**src/hw/rtl/imu_vector_lowpass_filter_defines.svh**
```systemverilog
// ----------------------------------------------------------------------------
// IMU vector low-pass filter assertion macros
// Shared property wrappers for the filter's concurrent checks. Both sample on
// the rising edge of clock and are disabled while reset is high.
// ----------------------------------------------------------------------------
`ifndef IMU_VECTOR_LOWPASS_FILTER_DEFINES_SVH
`define IMU_VECTOR_LOWPASS_FILTER_DEFINES_SVH

// same-cycle implication
`define IMUVLF_ASSERT_NOW(lbl, ante, cons, msg) \
   lbl: assert property (@(posedge clock) disable iff (reset) (ante) |-> (cons)) \
      else $error(msg);

// next-cycle implication
`define IMUVLF_ASSERT_NEXT(lbl, ante, cons, msg) \
   lbl: assert property (@(posedge clock) disable iff (reset) (ante) |=> (cons)) \
      else $error(msg);

`endif

```
**src/hw/rtl/imuvlf_pkg.sv**
```systemverilog
// ----------------------------------------------------------------------------
// imuvlf_pkg
// Widths, constants, codes and shared types of the IMU vector low-pass filter.
// ----------------------------------------------------------------------------
package imuvlf_pkg;

   // sizing
   localparam int unsigned NUM_INSTANCES_DEF = 3;
   localparam int unsigned AXES              = 3;
   localparam int unsigned AX_W              = $clog2(AXES);
   localparam int unsigned VAL_W             = 32;
   localparam int unsigned SUM_W             = VAL_W + 2;
   localparam int unsigned CUT_W             = 17;
   localparam int unsigned DT_W              = 20;
   localparam int unsigned INST_W            = 2;
   localparam int unsigned ALPHA_W           = 16;
   localparam int unsigned NUM_W             = 64;
   localparam int unsigned CSR_IDX_W         = 1;

   // shared multiplier operand and product widths
   localparam int unsigned MUL_A_W = 34;
   localparam int unsigned MUL_B_W = 27;
   localparam int unsigned MUL_P_W = MUL_A_W + MUL_B_W;
   // cutoff * dt product, split in a low word and a high remainder
   localparam int unsigned P1_W    = CUT_W + DT_W;
   localparam int unsigned SPLIT_W = 32;

   localparam int unsigned DIV_CNT_W = $clog2(ALPHA_W);

   // 2*pi in Q23, and 1.0 of the cutoff*dt scale (1e8 centihz*us) in Q23
   localparam int unsigned      TWO_PI_W       = 26;
   localparam logic [TWO_PI_W-1:0] TWO_PI_Q23  = 26'd52707179;
   localparam logic [NUM_W-1:0] UNIT_Q23       = 64'd838860800000000;
   localparam logic [CUT_W-1:0] DEFAULT_CUTOFF = 17'd500;

   localparam logic signed [VAL_W-1:0] VAL_MAX = 32'sh7FFF_FFFF;
   localparam logic signed [VAL_W-1:0] VAL_MIN = 32'sh8000_0000;

   // register indexes
   typedef enum logic [CSR_IDX_W-1:0] {
      CSR_GYRO_CUTOFF  = 1'b0,
      CSR_ACCEL_CUTOFF = 1'b1
   } csr_index_type;

   typedef enum logic {
      ACT_SAMPLE  = 1'b0,
      ACT_PUBLISH = 1'b1
   } action_type;

   typedef enum logic {
      KIND_GYRO  = 1'b0,
      KIND_ACCEL = 1'b1
   } kind_type;

   // state store bank select
   typedef enum logic {
      BANK_FILT = 1'b0,
      BANK_PUB  = 1'b1
   } bank_type;

   typedef struct packed {
      logic     rd_en;
      logic     wr_en;
      bank_type bank;
   } mem_ctl_type;

   typedef enum logic [3:0] {
      S_IDLE,
      S_MUL_CD,
      S_MUL_HI,
      S_MUL_LO,
      S_SUM,
      S_DIV_GO,
      S_DIV,
      S_AX_RD,
      S_AX_MUL,
      S_AX_WR,
      S_CP_RD,
      S_CP_WR,
      S_PUB_RD,
      S_PUB_CAP,
      S_DONE
   } state_type;

endpackage

```
**src/hw/rtl/imu_vector_lowpass_filter.sv**
```systemverilog
// ----------------------------------------------------------------------------
// imu_vector_lowpass_filter
// One request at a time: req_stall holds off the next request until the response is loaded;
// an out-of-range instance goes straight to its response. A sample runs the 16-step alpha divider
// plus six shared-multiplier passes. Sync reset clears cutoffs, fresh flags, store valid bits.
// ----------------------------------------------------------------------------
`include "imu_vector_lowpass_filter_defines.svh"

module imu_vector_lowpass_filter #(
   parameter int unsigned NUM_INSTANCES = imuvlf_pkg::NUM_INSTANCES_DEF
) (
   input  logic                                    clock,
   input  logic                                    reset,
   // configuration
   input  logic                                    csr_valid,
   output logic                                    csr_ready,
   input  logic [imuvlf_pkg::CSR_IDX_W-1:0]        csr_index,
   input  logic [imuvlf_pkg::CUT_W-1:0]            csr_wdata,
   // request
   input  logic                                    req_valid,
   output logic                                    req_stall,
   input  logic                                    req_action,
   input  logic                                    req_sensor_kind,
   input  logic [imuvlf_pkg::INST_W-1:0]           req_instance_req,
   input  logic signed [imuvlf_pkg::VAL_W-1:0]     req_raw_x,
   input  logic signed [imuvlf_pkg::VAL_W-1:0]     req_raw_y,
   input  logic signed [imuvlf_pkg::VAL_W-1:0]     req_raw_z,
   input  logic [imuvlf_pkg::DT_W-1:0]             req_dt_us,
   // response
   output logic                                    rsp_valid,
   input  logic                                    rsp_stall,
   output logic signed [imuvlf_pkg::VAL_W-1:0]     rsp_out_x,
   output logic signed [imuvlf_pkg::VAL_W-1:0]     rsp_out_y,
   output logic signed [imuvlf_pkg::VAL_W-1:0]     rsp_out_z,
   output logic                                    rsp_fresh
);

   localparam int unsigned AXES    = imuvlf_pkg::AXES;
   localparam int unsigned AX_W    = imuvlf_pkg::AX_W;
   localparam int unsigned VAL_W   = imuvlf_pkg::VAL_W;
   localparam int unsigned SUM_W   = imuvlf_pkg::SUM_W;
   localparam int unsigned CUT_W   = imuvlf_pkg::CUT_W;
   localparam int unsigned DT_W    = imuvlf_pkg::DT_W;
   localparam int unsigned ALPHA_W = imuvlf_pkg::ALPHA_W;
   localparam int unsigned NUM_W   = imuvlf_pkg::NUM_W;
   localparam int unsigned MUL_A_W = imuvlf_pkg::MUL_A_W;
   localparam int unsigned MUL_B_W = imuvlf_pkg::MUL_B_W;
   localparam int unsigned MUL_P_W = imuvlf_pkg::MUL_P_W;
   localparam int unsigned P1_W    = imuvlf_pkg::P1_W;
   localparam int unsigned SPLIT_W = imuvlf_pkg::SPLIT_W;
   localparam int unsigned ROWS    = 2 * NUM_INSTANCES;
   localparam int unsigned ROW_W   = $clog2(ROWS);
   localparam int unsigned DEPTH   = ROWS * AXES;
   localparam int unsigned ADDR_W  = $clog2(DEPTH);

   localparam logic [ROW_W-1:0] N_ROW   = ROW_W'(NUM_INSTANCES);
   localparam logic [AX_W-1:0]  AX_LAST = AX_W'(AXES - 1);
   localparam logic signed [MUL_B_W-1:0] TWO_PI_OP =
      $signed(MUL_B_W'(imuvlf_pkg::TWO_PI_Q23));

   imuvlf_pkg::state_type state_ff, state_in;

   logic [AX_W-1:0]         ax_ff, ax_in;
   logic                    action_ff, action_in;
   logic                    kind_ff, kind_in;
   logic                    oor_ff, oor_in;
   logic [ROW_W-1:0]        row_ff, row_in;
   logic signed [VAL_W-1:0] raw_ff [AXES];
   logic signed [VAL_W-1:0] raw_in [AXES];
   logic [DT_W-1:0]         dt_ff, dt_in;
   logic [SPLIT_W-1:0]      p1lo_ff, p1lo_in;
   logic [NUM_W-1:0]        num_ff, num_in;
   logic signed [VAL_W-1:0] res_ff [AXES];
   logic signed [VAL_W-1:0] res_in [AXES];
   logic [ROWS-1:0]         fresh_ff, fresh_in;
   logic [CUT_W-1:0]        gyro_cut_ff, gyro_cut_in;
   logic [CUT_W-1:0]        accel_cut_ff, accel_cut_in;
   logic                    rsp_valid_ff, rsp_valid_in;
   logic signed [VAL_W-1:0] rsp_x_ff, rsp_x_in;
   logic signed [VAL_W-1:0] rsp_y_ff, rsp_y_in;
   logic signed [VAL_W-1:0] rsp_z_ff, rsp_z_in;
   logic                    rsp_fresh_ff, rsp_fresh_in;

   logic                    req_accept;
   logic                    rsp_load;
   logic [ROW_W-1:0]        req_row;
   logic                    req_oor;
   logic [CUT_W-1:0]        cut_sel, cut_eff;
   logic signed [VAL_W-1:0] raw_cur;
   logic signed [VAL_W:0]   diff;
   logic signed [SUM_W-1:0] delta, sum;
   logic signed [VAL_W-1:0] sat;

   imuvlf_pkg::mem_ctl_type      mem_ctl;
   logic [ADDR_W-1:0]            mem_addr;
   logic signed [VAL_W-1:0]      mem_wdata;
   logic signed [VAL_W-1:0]      mem_rd;
   logic signed [MUL_A_W-1:0]    mul_a;
   logic signed [MUL_B_W-1:0]    mul_b;
   logic signed [MUL_P_W-1:0]    mul_p;
   logic                         div_start;
   logic                         div_busy;
   logic [ALPHA_W-1:0]           div_quot;

   // handshakes
   assign csr_ready  = 1'b1;
   assign req_stall  = (state_ff != imuvlf_pkg::S_IDLE);
   assign req_accept = req_valid && !req_stall;
   assign rsp_load   = (state_ff == imuvlf_pkg::S_DONE) && (!rsp_valid_ff || !rsp_stall);

   // request decode
   assign req_oor = (32'(req_instance_req) >= NUM_INSTANCES);
   assign req_row = (req_sensor_kind == imuvlf_pkg::KIND_ACCEL) ?
                    (N_ROW + ROW_W'(req_instance_req)) : ROW_W'(req_instance_req);

   assign mem_addr = ADDR_W'(row_ff * AXES) + ADDR_W'(ax_ff);

   // shared units
   imuvlf_mul u_mul (
      .clock (clock),
      .op_a  (mul_a),
      .op_b  (mul_b),
      .prod  (mul_p)
   );

   imuvlf_div u_div (
      .clock (clock),
      .reset (reset),
      .start (div_start),
      .num   (num_ff),
      .busy  (div_busy),
      .quot  (div_quot)
   );

   imuvlf_mem #(
      .NUM_INSTANCES (NUM_INSTANCES)
   ) u_mem (
      .clock   (clock),
      .reset   (reset),
      .ctl     (mem_ctl),
      .addr    (mem_addr),
      .wr_data (mem_wdata),
      .rd_data (mem_rd)
   );

   // next state
   always_comb begin
      state_in = state_ff;
      unique case (state_ff)
         imuvlf_pkg::S_IDLE: begin
            if (req_accept) begin
               if (req_oor) begin
                  state_in = imuvlf_pkg::S_DONE;
               end else if (req_action == imuvlf_pkg::ACT_SAMPLE) begin
                  state_in = imuvlf_pkg::S_MUL_CD;
               end else if (fresh_ff[req_row]) begin
                  state_in = imuvlf_pkg::S_CP_RD;
               end else begin
                  state_in = imuvlf_pkg::S_PUB_RD;
               end
            end
         end
         imuvlf_pkg::S_MUL_CD:  state_in = imuvlf_pkg::S_MUL_HI;
         imuvlf_pkg::S_MUL_HI:  state_in = imuvlf_pkg::S_MUL_LO;
         imuvlf_pkg::S_MUL_LO:  state_in = imuvlf_pkg::S_SUM;
         imuvlf_pkg::S_SUM:     state_in = imuvlf_pkg::S_DIV_GO;
         imuvlf_pkg::S_DIV_GO:  state_in = imuvlf_pkg::S_DIV;
         imuvlf_pkg::S_DIV: begin
            if (!div_busy) begin
               state_in = imuvlf_pkg::S_AX_RD;
            end
         end
         imuvlf_pkg::S_AX_RD:   state_in = imuvlf_pkg::S_AX_MUL;
         imuvlf_pkg::S_AX_MUL:  state_in = imuvlf_pkg::S_AX_WR;
         imuvlf_pkg::S_AX_WR: begin
            state_in = (ax_ff == AX_LAST) ? imuvlf_pkg::S_PUB_RD : imuvlf_pkg::S_AX_RD;
         end
         imuvlf_pkg::S_CP_RD:   state_in = imuvlf_pkg::S_CP_WR;
         imuvlf_pkg::S_CP_WR: begin
            state_in = (ax_ff == AX_LAST) ? imuvlf_pkg::S_PUB_RD : imuvlf_pkg::S_CP_RD;
         end
         imuvlf_pkg::S_PUB_RD:  state_in = imuvlf_pkg::S_PUB_CAP;
         imuvlf_pkg::S_PUB_CAP: begin
            state_in = (ax_ff == AX_LAST) ? imuvlf_pkg::S_DONE : imuvlf_pkg::S_PUB_RD;
         end
         imuvlf_pkg::S_DONE: begin
            if (rsp_load) begin
               state_in = imuvlf_pkg::S_IDLE;
            end
         end
         default: state_in = imuvlf_pkg::S_IDLE;
      endcase
   end

   // effective cutoff, zero means the default
   assign cut_sel = (kind_ff == imuvlf_pkg::KIND_ACCEL) ? accel_cut_ff : gyro_cut_ff;
   assign cut_eff = (cut_sel == '0) ? imuvlf_pkg::DEFAULT_CUTOFF : cut_sel;

   // axis blend: diff feeds the multiplier, product floors by 2^16
   assign raw_cur = raw_ff[ax_ff];
   assign diff    = {raw_cur[VAL_W-1], raw_cur} - {mem_rd[VAL_W-1], mem_rd};
   assign delta   = mul_p[ALPHA_W+SUM_W-1:ALPHA_W];
   assign sum     = $signed({{2{mem_rd[VAL_W-1]}}, mem_rd}) + delta;

   // saturate to 32 bit signed
   always_comb begin
      if (!sum[SUM_W-1] && (sum[SUM_W-2:VAL_W-1] != 2'b00)) begin
         sat = imuvlf_pkg::VAL_MAX;
      end else if (sum[SUM_W-1] && (sum[SUM_W-2:VAL_W-1] != 2'b11)) begin
         sat = imuvlf_pkg::VAL_MIN;
      end else begin
         sat = sum[VAL_W-1:0];
      end
   end

   // sequencer outputs: memory, multiplier operands, divider start
   always_comb begin
      mem_ctl   = '{rd_en: 1'b0, wr_en: 1'b0, bank: imuvlf_pkg::BANK_FILT};
      mem_wdata = sat;
      mul_a     = '0;
      mul_b     = '0;
      div_start = 1'b0;
      unique case (state_ff)
         imuvlf_pkg::S_MUL_CD: begin
            mul_a = $signed(MUL_A_W'(dt_ff));
            mul_b = $signed(MUL_B_W'(cut_eff));
         end
         imuvlf_pkg::S_MUL_HI: begin
            mul_a = $signed(MUL_A_W'(mul_p[P1_W-1:SPLIT_W]));
            mul_b = TWO_PI_OP;
         end
         imuvlf_pkg::S_MUL_LO: begin
            mul_a = $signed(MUL_A_W'(p1lo_ff));
            mul_b = TWO_PI_OP;
         end
         imuvlf_pkg::S_DIV_GO: begin
            div_start = 1'b1;
         end
         imuvlf_pkg::S_AX_RD, imuvlf_pkg::S_CP_RD: begin
            mem_ctl.rd_en = 1'b1;
            mem_ctl.bank  = imuvlf_pkg::BANK_FILT;
         end
         imuvlf_pkg::S_AX_MUL: begin
            mul_a = MUL_A_W'(diff);
            mul_b = $signed(MUL_B_W'(div_quot));
         end
         imuvlf_pkg::S_AX_WR: begin
            mem_ctl.wr_en = 1'b1;
            mem_ctl.bank  = imuvlf_pkg::BANK_FILT;
            mem_wdata     = sat;
         end
         imuvlf_pkg::S_CP_WR: begin
            mem_ctl.wr_en = 1'b1;
            mem_ctl.bank  = imuvlf_pkg::BANK_PUB;
            mem_wdata     = mem_rd;
         end
         imuvlf_pkg::S_PUB_RD: begin
            mem_ctl.rd_en = 1'b1;
            mem_ctl.bank  = imuvlf_pkg::BANK_PUB;
         end
         default: begin
            mem_ctl = '{rd_en: 1'b0, wr_en: 1'b0, bank: imuvlf_pkg::BANK_FILT};
         end
      endcase
   end

   // datapath and flag next values
   always_comb begin
      ax_in        = ax_ff;
      action_in    = action_ff;
      kind_in      = kind_ff;
      oor_in       = oor_ff;
      row_in       = row_ff;
      raw_in       = raw_ff;
      dt_in        = dt_ff;
      p1lo_in      = p1lo_ff;
      num_in       = num_ff;
      res_in       = res_ff;
      fresh_in     = fresh_ff;
      gyro_cut_in  = gyro_cut_ff;
      accel_cut_in = accel_cut_ff;

      // configuration writes
      if (csr_valid && csr_ready) begin
         unique case (csr_index)
            imuvlf_pkg::CSR_GYRO_CUTOFF:  gyro_cut_in  = csr_wdata;
            imuvlf_pkg::CSR_ACCEL_CUTOFF: accel_cut_in = csr_wdata;
         endcase
      end

      unique case (state_ff)
         imuvlf_pkg::S_IDLE: begin
            if (req_accept) begin
               ax_in     = '0;
               action_in = req_action;
               kind_in   = req_sensor_kind;
               oor_in    = req_oor;
               row_in    = req_row;
               raw_in[0] = req_raw_x;
               raw_in[1] = req_raw_y;
               raw_in[2] = req_raw_z;
               dt_in     = req_dt_us;
               for (int a = 0; a < AXES; a++) begin
                  res_in[a] = '0;
               end
            end
         end
         imuvlf_pkg::S_MUL_HI: begin
            p1lo_in = mul_p[SPLIT_W-1:0];
         end
         imuvlf_pkg::S_MUL_LO: begin
            num_in = {mul_p[SPLIT_W-1:0], {SPLIT_W{1'b0}}};
         end
         imuvlf_pkg::S_SUM: begin
            num_in = num_ff + {{(NUM_W-MUL_P_W){1'b0}}, mul_p};
         end
         imuvlf_pkg::S_AX_WR: begin
            ax_in = (ax_ff == AX_LAST) ? '0 : ax_ff + AX_W'(1);
            if (ax_ff == AX_LAST) begin
               fresh_in[row_ff] = 1'b1;
            end
         end
         imuvlf_pkg::S_CP_WR: begin
            ax_in = (ax_ff == AX_LAST) ? '0 : ax_ff + AX_W'(1);
            if (ax_ff == AX_LAST) begin
               fresh_in[row_ff] = 1'b0;
            end
         end
         imuvlf_pkg::S_PUB_CAP: begin
            res_in[ax_ff] = mem_rd;
            ax_in         = (ax_ff == AX_LAST) ? '0 : ax_ff + AX_W'(1);
         end
         default: begin
            ax_in = ax_ff;
         end
      endcase
   end

   // response register
   always_comb begin
      rsp_valid_in = rsp_valid_ff && rsp_stall;
      rsp_x_in     = rsp_x_ff;
      rsp_y_in     = rsp_y_ff;
      rsp_z_in     = rsp_z_ff;
      rsp_fresh_in = rsp_fresh_ff;
      if (rsp_load) begin
         rsp_valid_in = 1'b1;
         rsp_x_in     = res_ff[0];
         rsp_y_in     = res_ff[1];
         rsp_z_in     = res_ff[2];
         rsp_fresh_in = oor_ff ? 1'b0 : fresh_ff[row_ff];
      end
   end

   // control registers
   always_ff @(posedge clock) begin
      if (reset) begin
         state_ff     <= imuvlf_pkg::S_IDLE;
         fresh_ff     <= '0;
         gyro_cut_ff  <= '0;
         accel_cut_ff <= '0;
         rsp_valid_ff <= 1'b0;
      end else begin
         state_ff     <= state_in;
         fresh_ff     <= fresh_in;
         gyro_cut_ff  <= gyro_cut_in;
         accel_cut_ff <= accel_cut_in;
         rsp_valid_ff <= rsp_valid_in;
      end
   end

   // payload registers
   always_ff @(posedge clock) begin
      ax_ff        <= ax_in;
      action_ff    <= action_in;
      kind_ff      <= kind_in;
      oor_ff       <= oor_in;
      row_ff       <= row_in;
      raw_ff       <= raw_in;
      dt_ff        <= dt_in;
      p1lo_ff      <= p1lo_in;
      num_ff       <= num_in;
      res_ff       <= res_in;
      rsp_x_ff     <= rsp_x_in;
      rsp_y_ff     <= rsp_y_in;
      rsp_z_ff     <= rsp_z_in;
      rsp_fresh_ff <= rsp_fresh_in;
   end

   assign rsp_valid = rsp_valid_ff;
   assign rsp_out_x = rsp_x_ff;
   assign rsp_out_y = rsp_y_ff;
   assign rsp_out_z = rsp_z_ff;
   assign rsp_fresh = rsp_fresh_ff;

   // checks
   `IMUVLF_ASSERT_NEXT(a_fresh_after_sample,
      (state_ff == imuvlf_pkg::S_AX_WR) && (ax_ff == AX_LAST),
      fresh_ff[row_ff], "fresh flag not set after last axis of a sample")
   `IMUVLF_ASSERT_NEXT(a_rsp_fresh_follows_action,
      rsp_load && !oor_ff,
      rsp_fresh == ($past(action_ff) == imuvlf_pkg::ACT_SAMPLE),
      "response fresh flag does not match the transaction type")
   `IMUVLF_ASSERT_NEXT(a_oor_rsp_zero,
      rsp_load && oor_ff,
      (rsp_out_x == '0) && (rsp_out_y == '0) && (rsp_out_z == '0) && !rsp_fresh,
      "out-of-range instance did not return a zero response")

endmodule

```
**src/hw/rtl/imuvlf_mul.sv**
```systemverilog
// ----------------------------------------------------------------------------
// imuvlf_mul
// Shared signed multiplier with a registered product, used for the cutoff*dt
// scaling passes and for the per-axis alpha blend.
// ----------------------------------------------------------------------------
module imuvlf_mul (
   input  logic                                      clock,
   input  logic signed [imuvlf_pkg::MUL_A_W-1:0]     op_a,
   input  logic signed [imuvlf_pkg::MUL_B_W-1:0]     op_b,
   output logic signed [imuvlf_pkg::MUL_P_W-1:0]     prod
);

   logic signed [imuvlf_pkg::MUL_P_W-1:0] prod_ff;
   logic signed [imuvlf_pkg::MUL_P_W-1:0] prod_in;

   // full-width signed product
   always_comb begin
      prod_in = imuvlf_pkg::MUL_P_W'(op_a) * imuvlf_pkg::MUL_P_W'(op_b);
   end

   always_ff @(posedge clock) begin
      prod_ff <= prod_in;
   end

   assign prod = prod_ff;

endmodule

```
**src/hw/rtl/imuvlf_div.sv**
```systemverilog
// ----------------------------------------------------------------------------
// imuvlf_div
// Restoring divider for alpha = num / (num + unit) as a Q0.16 fraction.
// One quotient bit per cycle.
// ----------------------------------------------------------------------------
module imuvlf_div (
   input  logic                                clock,
   input  logic                                reset,
   input  logic                                start,
   input  logic [imuvlf_pkg::NUM_W-1:0]        num,
   output logic                                busy,
   output logic [imuvlf_pkg::ALPHA_W-1:0]      quot
);

   localparam int unsigned NUM_W     = imuvlf_pkg::NUM_W;
   localparam int unsigned ALPHA_W   = imuvlf_pkg::ALPHA_W;
   localparam int unsigned DIV_CNT_W = imuvlf_pkg::DIV_CNT_W;
   localparam logic [DIV_CNT_W-1:0] CNT_LAST = DIV_CNT_W'(ALPHA_W - 1);

   logic                 busy_ff, busy_in;
   logic [DIV_CNT_W-1:0] cnt_ff, cnt_in;
   logic [NUM_W-1:0]     rem_ff, rem_in;
   logic [NUM_W-1:0]     den_ff, den_in;
   logic [ALPHA_W-1:0]   quot_ff, quot_in;
   logic [NUM_W-1:0]     rem_sh;
   logic                 fits;

   // remainder stays below 2^63, so the shift never drops a bit
   always_comb begin
      rem_sh  = {rem_ff[NUM_W-2:0], 1'b0};
      fits    = (rem_sh >= den_ff);
      busy_in = busy_ff;
      cnt_in  = cnt_ff;
      rem_in  = rem_ff;
      den_in  = den_ff;
      quot_in = quot_ff;
      if (start) begin
         busy_in = 1'b1;
         cnt_in  = '0;
         rem_in  = num;
         den_in  = num + imuvlf_pkg::UNIT_Q23;
         quot_in = '0;
      end else if (busy_ff) begin
         rem_in  = fits ? (rem_sh - den_ff) : rem_sh;
         quot_in = {quot_ff[ALPHA_W-2:0], fits};
         cnt_in  = cnt_ff + DIV_CNT_W'(1);
         busy_in = (cnt_ff != CNT_LAST);
      end
   end

   // control
   always_ff @(posedge clock) begin
      if (reset) begin
         busy_ff <= 1'b0;
      end else begin
         busy_ff <= busy_in;
      end
   end

   // datapath
   always_ff @(posedge clock) begin
      cnt_ff  <= cnt_in;
      rem_ff  <= rem_in;
      den_ff  <= den_in;
      quot_ff <= quot_in;
   end

   assign busy = busy_ff;
   assign quot = quot_ff;

endmodule

```
**src/hw/rtl/imuvlf_mem.sv**
```systemverilog
// ----------------------------------------------------------------------------
// imuvlf_mem
// Filtered and published vector store, one entry per kind, instance and axis.
// Single access per cycle, registered read, per-entry valid bits so that an
// entry not yet written reads as zero.
// ----------------------------------------------------------------------------
module imuvlf_mem #(
   parameter int unsigned  NUM_INSTANCES = imuvlf_pkg::NUM_INSTANCES_DEF,
   localparam int unsigned DEPTH         = 2 * NUM_INSTANCES * imuvlf_pkg::AXES,
   localparam int unsigned ADDR_W        = $clog2(DEPTH)
) (
   input  logic                                  clock,
   input  logic                                  reset,
   input  imuvlf_pkg::mem_ctl_type               ctl,
   input  logic [ADDR_W-1:0]                     addr,
   input  logic signed [imuvlf_pkg::VAL_W-1:0]   wr_data,
   output logic signed [imuvlf_pkg::VAL_W-1:0]   rd_data
);

   localparam int unsigned VAL_W = imuvlf_pkg::VAL_W;

   logic signed [VAL_W-1:0] filt_mem_ff [DEPTH];
   logic signed [VAL_W-1:0] pub_mem_ff  [DEPTH];
   logic [DEPTH-1:0]        filt_vld_ff, filt_vld_in;
   logic [DEPTH-1:0]        pub_vld_ff, pub_vld_in;
   logic signed [VAL_W-1:0] rd_ff;
   logic                    rd_vld_ff;
   logic                    wr_filt, wr_pub;

   assign wr_filt = ctl.wr_en && (ctl.bank == imuvlf_pkg::BANK_FILT);
   assign wr_pub  = ctl.wr_en && (ctl.bank == imuvlf_pkg::BANK_PUB);

   // valid bits follow writes
   always_comb begin
      filt_vld_in = filt_vld_ff;
      pub_vld_in  = pub_vld_ff;
      if (wr_filt) begin
         filt_vld_in[addr] = 1'b1;
      end
      if (wr_pub) begin
         pub_vld_in[addr] = 1'b1;
      end
   end

   always_ff @(posedge clock) begin
      if (reset) begin
         filt_vld_ff <= '0;
         pub_vld_ff  <= '0;
      end else begin
         filt_vld_ff <= filt_vld_in;
         pub_vld_ff  <= pub_vld_in;
      end
   end

   // array writes
   always_ff @(posedge clock) begin
      if (wr_filt) begin
         filt_mem_ff[addr] <= wr_data;
      end
      if (wr_pub) begin
         pub_mem_ff[addr] <= wr_data;
      end
   end

   // registered read, held until the next read
   always_ff @(posedge clock) begin
      if (ctl.rd_en) begin
         if (ctl.bank == imuvlf_pkg::BANK_PUB) begin
            rd_ff     <= pub_mem_ff[addr];
            rd_vld_ff <= pub_vld_ff[addr];
         end else begin
            rd_ff     <= filt_mem_ff[addr];
            rd_vld_ff <= filt_vld_ff[addr];
         end
      end
   end

   assign rd_data = rd_vld_ff ? rd_ff : '0;

endmodule

```
**config.mk**
```make
export PLATFORM = sky130hd
export DESIGN_NAME = imu_vector_lowpass_filter
export DESIGN_NICKNAME = d
export VERILOG_FILES = /design/src/hw/rtl/imuvlf_pkg.sv /design/src/hw/rtl/imu_vector_lowpass_filter.sv /design/src/hw/rtl/imuvlf_mul.sv /design/src/hw/rtl/imuvlf_div.sv /design/src/hw/rtl/imuvlf_mem.sv
export VERILOG_INCLUDE_DIRS = /design/src /design/src/hw/rtl
export SDC_FILE = /design/constraint.sdc
export NUM_CORES = 2
export LEC_CHECK = 0
export BUFFER_PORTS_ARGS = -buffer_cell sky130_fd_sc_hd__buf_4
export CORE_UTILIZATION = 39
export CTS_CLUSTER_DIAMETER = 30
export DETAILED_ROUTE_END_ITERATION = 10
export SKIP_CTS_REPAIR_TIMING = 1
export SLEW_MARGIN = 20
export SYNTH_ARGS = -nofsm -noshare
export SYNTH_HDL_FRONTEND = slang
export SYNTH_SLANG_ARGS = --single-unit
```
**constraint.sdc**
```tcl
create_clock -name clock -period 10.6 [get_ports clock]
set_clock_uncertainty 0.2 [all_clocks]
set_input_delay 0.53 -clock clock [delete_from_list [all_inputs] [get_ports clock]]
set_output_delay 0.53 -clock clock [all_outputs]
set_load 0.02 [all_outputs]
```
## After elaboration in Yosys (flattened, before gate mapping)

Memories as Yosys holds them, arrays and structs flattened.
Index checks and enable logic that the tools add are counted.

- Bits in writable memories: 1152
- Bits of input ports: 143
- Output and inout bits: 100
- Memories: 2
- Logic and storage cells: 182
- Flip-flop bits (word level): 735

Memories:

| name | words | width | read ports | clocked after Yosys merged registers in | wr ports | line | source |
|---|---|---|---|---|---|---|---|
| u_mem.filt_mem_ff | 18 | 32 | 1 | 0 | 1 | imuvlf_mem.sv:22 | `logic signed [VAL_W-1:0] filt_mem_ff [DEPTH];` |
| u_mem.pub_mem_ff | 18 | 32 | 1 | 0 | 1 | imuvlf_mem.sv:23 | `logic signed [VAL_W-1:0] pub_mem_ff [DEPTH];` |

- Add/subtract/negate cells: 9
- Equality and inequality tests: 22
- Multiplexer cells: 62
- Reductions and logical operators: 36
- Bitwise operators: 8
- Multipliers: 2
- Order comparisons: 9

Operators with widths:

| operator | count |
|---|---|
| 32-bit two-way mux | 8 |
| 96-bit case mux with 2 select lines | 1 |
| 63-bit two-way mux | 3 |
| 34-bit case mux with 4 select lines | 1 |
| 64-bit case mux with 2 select lines | 1 |
| 96-bit bitwise mux | 1 |
| 96-bit two-way mux | 1 |
| 26-bit case mux with 3 select lines | 1 |
| 64-bit by 50-bit adder with 64-bit output (second input constant) | 1 |
| 64-bit by 61-bit adder with 64-bit output | 1 |
| 32-bit binary-select mux with 2-bit select | 1 |
| 32-bit demux with 2-bit select | 1 |
| 64-bit >= comparator | 1 |
| 63-bit subtractor | 1 |
| 34-bit by 27-bit multiplier with 61-bit output | 1 |
| 4-bit case mux with 15 select lines | 1 |
| 18-bit bitwise OR | 2 |
| 32-bit by 34-bit adder with 34-bit output | 1 |
| 17-bit two-way mux | 2 |
| 32-bit by 32-bit subtractor with 33-bit output | 1 |
| 4-bit == test (second input constant) | 7 |
| 4-bit two-way mux | 6 |
| 1-bit two-way mux | 18 |
| 17-bit logical NOT | 1 |
| other kinds (42) | 85 |

## Depth between registers and ports, before layout

- Depth after elaboration: 9
- Gate-level depth with buffers: 45
- Gate-level depth less buffers: 42

## Modules after synthesis

Synthesis repeated with hierarchy kept, for this count alone.

- Cell total of the unflattened synthesis: 9565
- Area total of the unflattened synthesis: 116442.9 um2

Modules (own cells, without submodules):

| module | cells each | times used | area each (um2) | sequential area each (um2) |
|---|---|---|---|---|
| imuvlf_mem | 2380 | 1 | 47113.9 | 36304.8 |
| imuvlf_mul | 3601 | 1 | 33283.2 | 1221.2 |
| imu_vector_lowpass_filter | 2449 | 1 | 25635.8 | 13272.7 |
| imuvlf_div | 1135 | 1 | 10410.0 | 4234.1 |

## Least setup slack after synthesis

No wires, ideal clock.

- Kind: register -> register
- Start: register ax_ff[0]
- End: register u_mul.prod_ff, in the netlist u_mul.prod[59]
- Cell stages (with the launch flop): 39
- Data arrival time: 10.272 ns
- Clock period less this slack: 10.595 ns
- Data required time: 10.277 ns
- Library setup time: 0.123 ns
- Setup slack: 0.005 ns
- Buffers on the path: 3
- Cells stage by stage: edfxtp_1 clkbuf_1 buf_1 mux2i_1 o21ai_0 ha_1 o21a_1 o31a_1 o31ai_4 o31ai_2 o31a_1 a31oi_1 a211oi_1 o21ai_0 a31o_2 clkbuf_1 nand3_1 fa_1 [... 3 more ...] fa_1 fa_1 inv_1 fa_1 fa_1 inv_1 fa_1 inv_1 ha_1 a21oi_1 o21ai_0 or3_1 o21ai_1 o31ai_1 or4_1 a31oi_1 o21ai_1 xor2_1

- Word-level cells in the longest chain between the ends: 7

Ends and longest elaborated chain:

| what | line | source |
|---|---|---|
| start: declaration | imu_vector_lowpass_filter.sv:63 | `logic [AX_W-1:0] ax_ff, ax_in;` |
| start signal: assignment | imu_vector_lowpass_filter.sv:374 | `ax_ff <= ax_in;` |
| 2-bit inverter with 3-bit output (not written as such) | imu_vector_lowpass_filter.sv:200 | `assign raw_cur = raw_ff[ax_ff];` |
| 32-bit binary-select mux with 2-bit select | imu_vector_lowpass_filter.sv:200 |  |
| 32-bit two-way mux (not written as such) (2 in series) | imu_vector_lowpass_filter.sv:200 |  |
| 32-bit by 32-bit subtractor with 33-bit output | imu_vector_lowpass_filter.sv:201 | `assign diff = {raw_cur[VAL_W-1], raw_cur} - {mem_rd[VAL_W-1], mem_rd};` |
| 34-bit case mux with 4 select lines | imu_vector_lowpass_filter.sv:223 | `unique case (state_ff)` |
| 34-bit by 27-bit multiplier with 61-bit output | imuvlf_mul.sv:18 | `prod_in = imuvlf_pkg::MUL_P_W'(op_a) * imuvlf_pkg::MUL_P_W'(op_b);` |
| named net u_mul.prod_in, one bit | imuvlf_mul.sv:14 | `logic signed [imuvlf_pkg::MUL_P_W-1:0] prod_in;` |
| end signal: assignment | imuvlf_mul.sv:22 | `prod_ff <= prod_in;` |
| end: declaration | imuvlf_mul.sv:13 | `logic signed [imuvlf_pkg::MUL_P_W-1:0] prod_ff;` |

The timed path passes the listed nets, and every way through them passes these cells. The select of a mux whose other input is x is not followed.
A chain may end at the register's enable or synchronous reset.

## Final worst setup path

- Start: register ax_ff[0]
- End: register u_mul.prod_ff, in the netlist u_mul.prod[60]

Same word-level chain as after synthesis.

==> summary.txt <==
Synth
  – Prevailing post-synth register cell: edfxtp_1
  – Most numerous cell in the Yosys netlist: edfxtp_1
  – Synth unique cells: 92
  – Yosys reg bits: 1,887
  – Yosys warns: 0
  – Mapped Area: 109,000 um2
  – Syn Inst Count: 8,745
  – FFs w/ async S/R, synth: 0%
  – Largest area contributor in the netlist: edfxtp_1
  – Commonest cells in the netlist: edfxtp_1 (1,724), inv_1 (1,106), nand2_1 (778)
  – Top post-synthesis cells by area: edfxtp_1 (48%), fa_1 (12%), mux4_2 (5.5%), ha_1 (5.1%), inv_1 (3.8%)
  – Synth top area share: 47.6%
  – Post-synthesis sequential area ratio: 50.6%
  – Syn Area/Cell: 12.4 um2
  – Number of flops mapped to enable cells by yosys: 1,724

Floorplanning
  – FP Rows: 193
  – Die Area: 281,000 um2
  – Die Wd: 530 um
  – I/O pin total: 243
  – Initial core utilization: 39.3%
  – Die Span Y: 530 um
  – Core footprint: 277,000 um2

Placed design
  – Pre-CTS setup slack: -421 ps
  – DP Area: 118,000 um2
  – Placed Cells: 12.8k
  – Routability cong.: 0.957
  – Port bufs: 241
  – Post-DP HPWL: 239 mm

Power and ir drop
  – Overall power: 45,200 uW
  – Sw frac: 40.2%
  – Internal: 27,000 uW
  – P_sw: 18,200 uW
  – LEAKAGE: 0.0533 uW
  – Pwr Density: 337 nW/um2
  – Max IR drop VDD: 294 uV
  – Combinational Power Share: 46.7%
  – Reg power frac: 27.1%
  – Clock power share: 26.1%

STA
  – Final setup TNS: 0 ps
  – Least-Margin Pin Slew: 1220 ps
  – Setup ws final: 125 ps
  – Fin crit share: 98.8%
  – Setup violators final: 0
  – Max Transition Viols Final: 0
  – Fin crit period: 10,470 ps
  – RSZ-0062 raised after global routing: true
  – Worst relative slew slack: 18.4%
  – Fmax: 95.5 MHz
  – Hold Vio Cnt, Final: 0

Routing
  – Drt pass-1 iters: 6
  – Post-route ant nets: 0
  – DRT iter0 DRCs: 6,344
  – Vias per inst: 5.41
  – Via count: 74.1k
  – Final WL: 343 mm
  – Wire per inst: 25.0 um
  – DRC Markers: 0

Critical path
  – Slowest cell on crit path: fa_1
  – CP dominant cell by count: fa_1
  – CP Capture Type: flop
  – Largest stage delay, worst path: 580 ps
  – CP Launch Type: flop
  – Critical Path Fanout Max: 5
  – Worst Path Class, Setup: flop to flop
  – Crit path launch: ax_ff[0]
  – WP data arrival: 11,030 ps
  – WP data required: 11,150 ps
  – Worst r2r src: ax_ff[0]

Global routing
  – Pin count of the biggest net entering global routing: 110
  – Gr ovfl total: 0
  – Vias in the first global route: 74.7k
  – First-pass GRT wire length: 491 mm
  – Initial antenna violation count: 24
  – Global Route Usage Sum: 23.8%

Final layout
  – Design area: 134,000 um2
  – Nets: 10.9k
  – Filler cells: 24.1k
  – P&R area growth vs syn: 23.0%
  – Layout Cells excl Fill: 13.7k
  – Layout cells sized above 1: 19.4%

Hold path
  – Hold Crit Class: input port to flop
  – Worst hold start: reset

Clocking
  – CTS tree: yes
  – Worst-skew pair later-pin latency: 940 ps
  – Root Driver: clkbuf_16
  – Htree depth: 5
  – Clock slew at reported path FFs: 50 ps
  – Clk buf depth: 4
  – # clock sinks: 1,887
  – CTS Buf Count: 365

Outcome
  – Status: finished clean

Job
  – # Max-Cap Violations: 0
==> power by group through the flow <==
stage / clock network [uW] / logic, uW / registers, uW
floorplan: 0 / 12100 / 12200
global placement: 0 / 19900 / 12400
detailed placement: 0 / 20200 / 12400
CTS: 11900 / 20300 / 12300
global route: 12300 / 22700 / 12300
finish: 11800 / 21100 / 12300
==> critical path: cells and delay by family (launching register included) <==
kind | cells | cell delay, ps
xor+xnor | 2 | 250
mux | 1 | 150
compound gates | 16 | 3350
flops | 1 | 500
simple gates | 3 | 410
fa+ha+maj | 9 | 4190
buf+inv | 10 | 1230
==> worst paths after layout <==
kind                                         endpoint  slack [ps]  cells past startpoint
worst max register to register         u_mul.prod[60]         130                     41
worst min-delay path            u_mem.filt_vld_ff[10]          30                      2
worst max-delay path                   u_mul.prod[60]         130                     41
worst min register to register          rsp_out_z[21]         220                      0
==> logic make-up after synthesis <==
| kind of cell | after synthesis | synth area share [%] |
|---|---|---|
| AO/OA/AOI/OAI | 1408 | 8.18 |
| buffers and inverters | 1499 | 5.24 |
| adder cells (fa/ha/maj) | 1112 | 17.4 |
| flip-flops | 1887 | 50.6 |
| other | 2 | 0.00691 |
| multiplexers | 572 | 8.36 |
| XOR/XNOR | 280 | 2.25 |
| AND/OR/NAND/NOR | 1985 | 7.94 |
==> cell usage in the layout, fill, tap and decap left out, drive strengths merged, types with 38 or more instances in the layout <==
master / synthesis / routed
and3: 100 / 100
nand3: 106 / 106
a21oi: 407 / 407
a21o: 156 / 156
dlygate4sd3: 0 / 146
o21a: 38 / 38
inv: 1106 / 1138
nand2: 778 / 778
xnor2: 174 / 174
xor2: 106 / 106
nor2b: 41 / 41
mux2i: 292 / 292
nand4: 41 / 41
dfxtp: 163 / 163
clkbuf: 317 / 422
clkinv: 2 / 146
mux4: 268 / 268
fa: 670 / 670
ha: 442 / 442
a22oi: 94 / 94
a31oi: 88 / 88
o21ai: 352 / 352
o21bai: 49 / 49
bufinv: 0 / 51
edfxtp: 1724 / 1724
buf: 74 / 786
and2: 45 / 45
nor2: 688 / 688
nor3: 75 / 75
==> cell type report <==
type	count	area [um2]	area share (%)
diodes	13	32.5	0.0243
clock buffers	421	9500	7.10
clock inverters	262	3260	2.44
inverters	1108	4170	3.12
multi-input cells	5382	49500	37.0
flip-flops and latches	1887	55000	41.1
well taps	3705	4640	3.46
repair buffers	933	7680	5.74
==> layer usage <==
| layer | track usage (%) | vias up | wire length, um |
|---|---|---|---|
| met5 | 0 | - | 37 |
| met4 | 12.2 | 6 | 19500 |
| met3 | 3.74 | 798 | 22200 |
| met2 | 40.3 | 2900 | 168000 |
| met1 | 29.4 | 37600 | 133000 |
| li1 | - | 32800 | - |
==> stage by stage <==
step | util [%] | hold WS, ps
global placement | 42.8 | 234
finish | 48.3 | 28.0
global route | 48.3 | 22.4
CTS | 47.4 | -467
floorplan | - | 226
detailed placement | 42.8 | 231
==> state kept, by name, indices dropped and copies added (netlist names), 61 cells and up, named ones only <==
signal	count
num_ff	64
raw_ff	96
res_ff	96
u_div.den_ff	64
u_div.rem_ff	63
u_mem.filt_mem_ff	576
u_mem.pub_mem_ff	576
u_mul.prod	61
No activity file was read; power rests on OpenSTA's default activity.
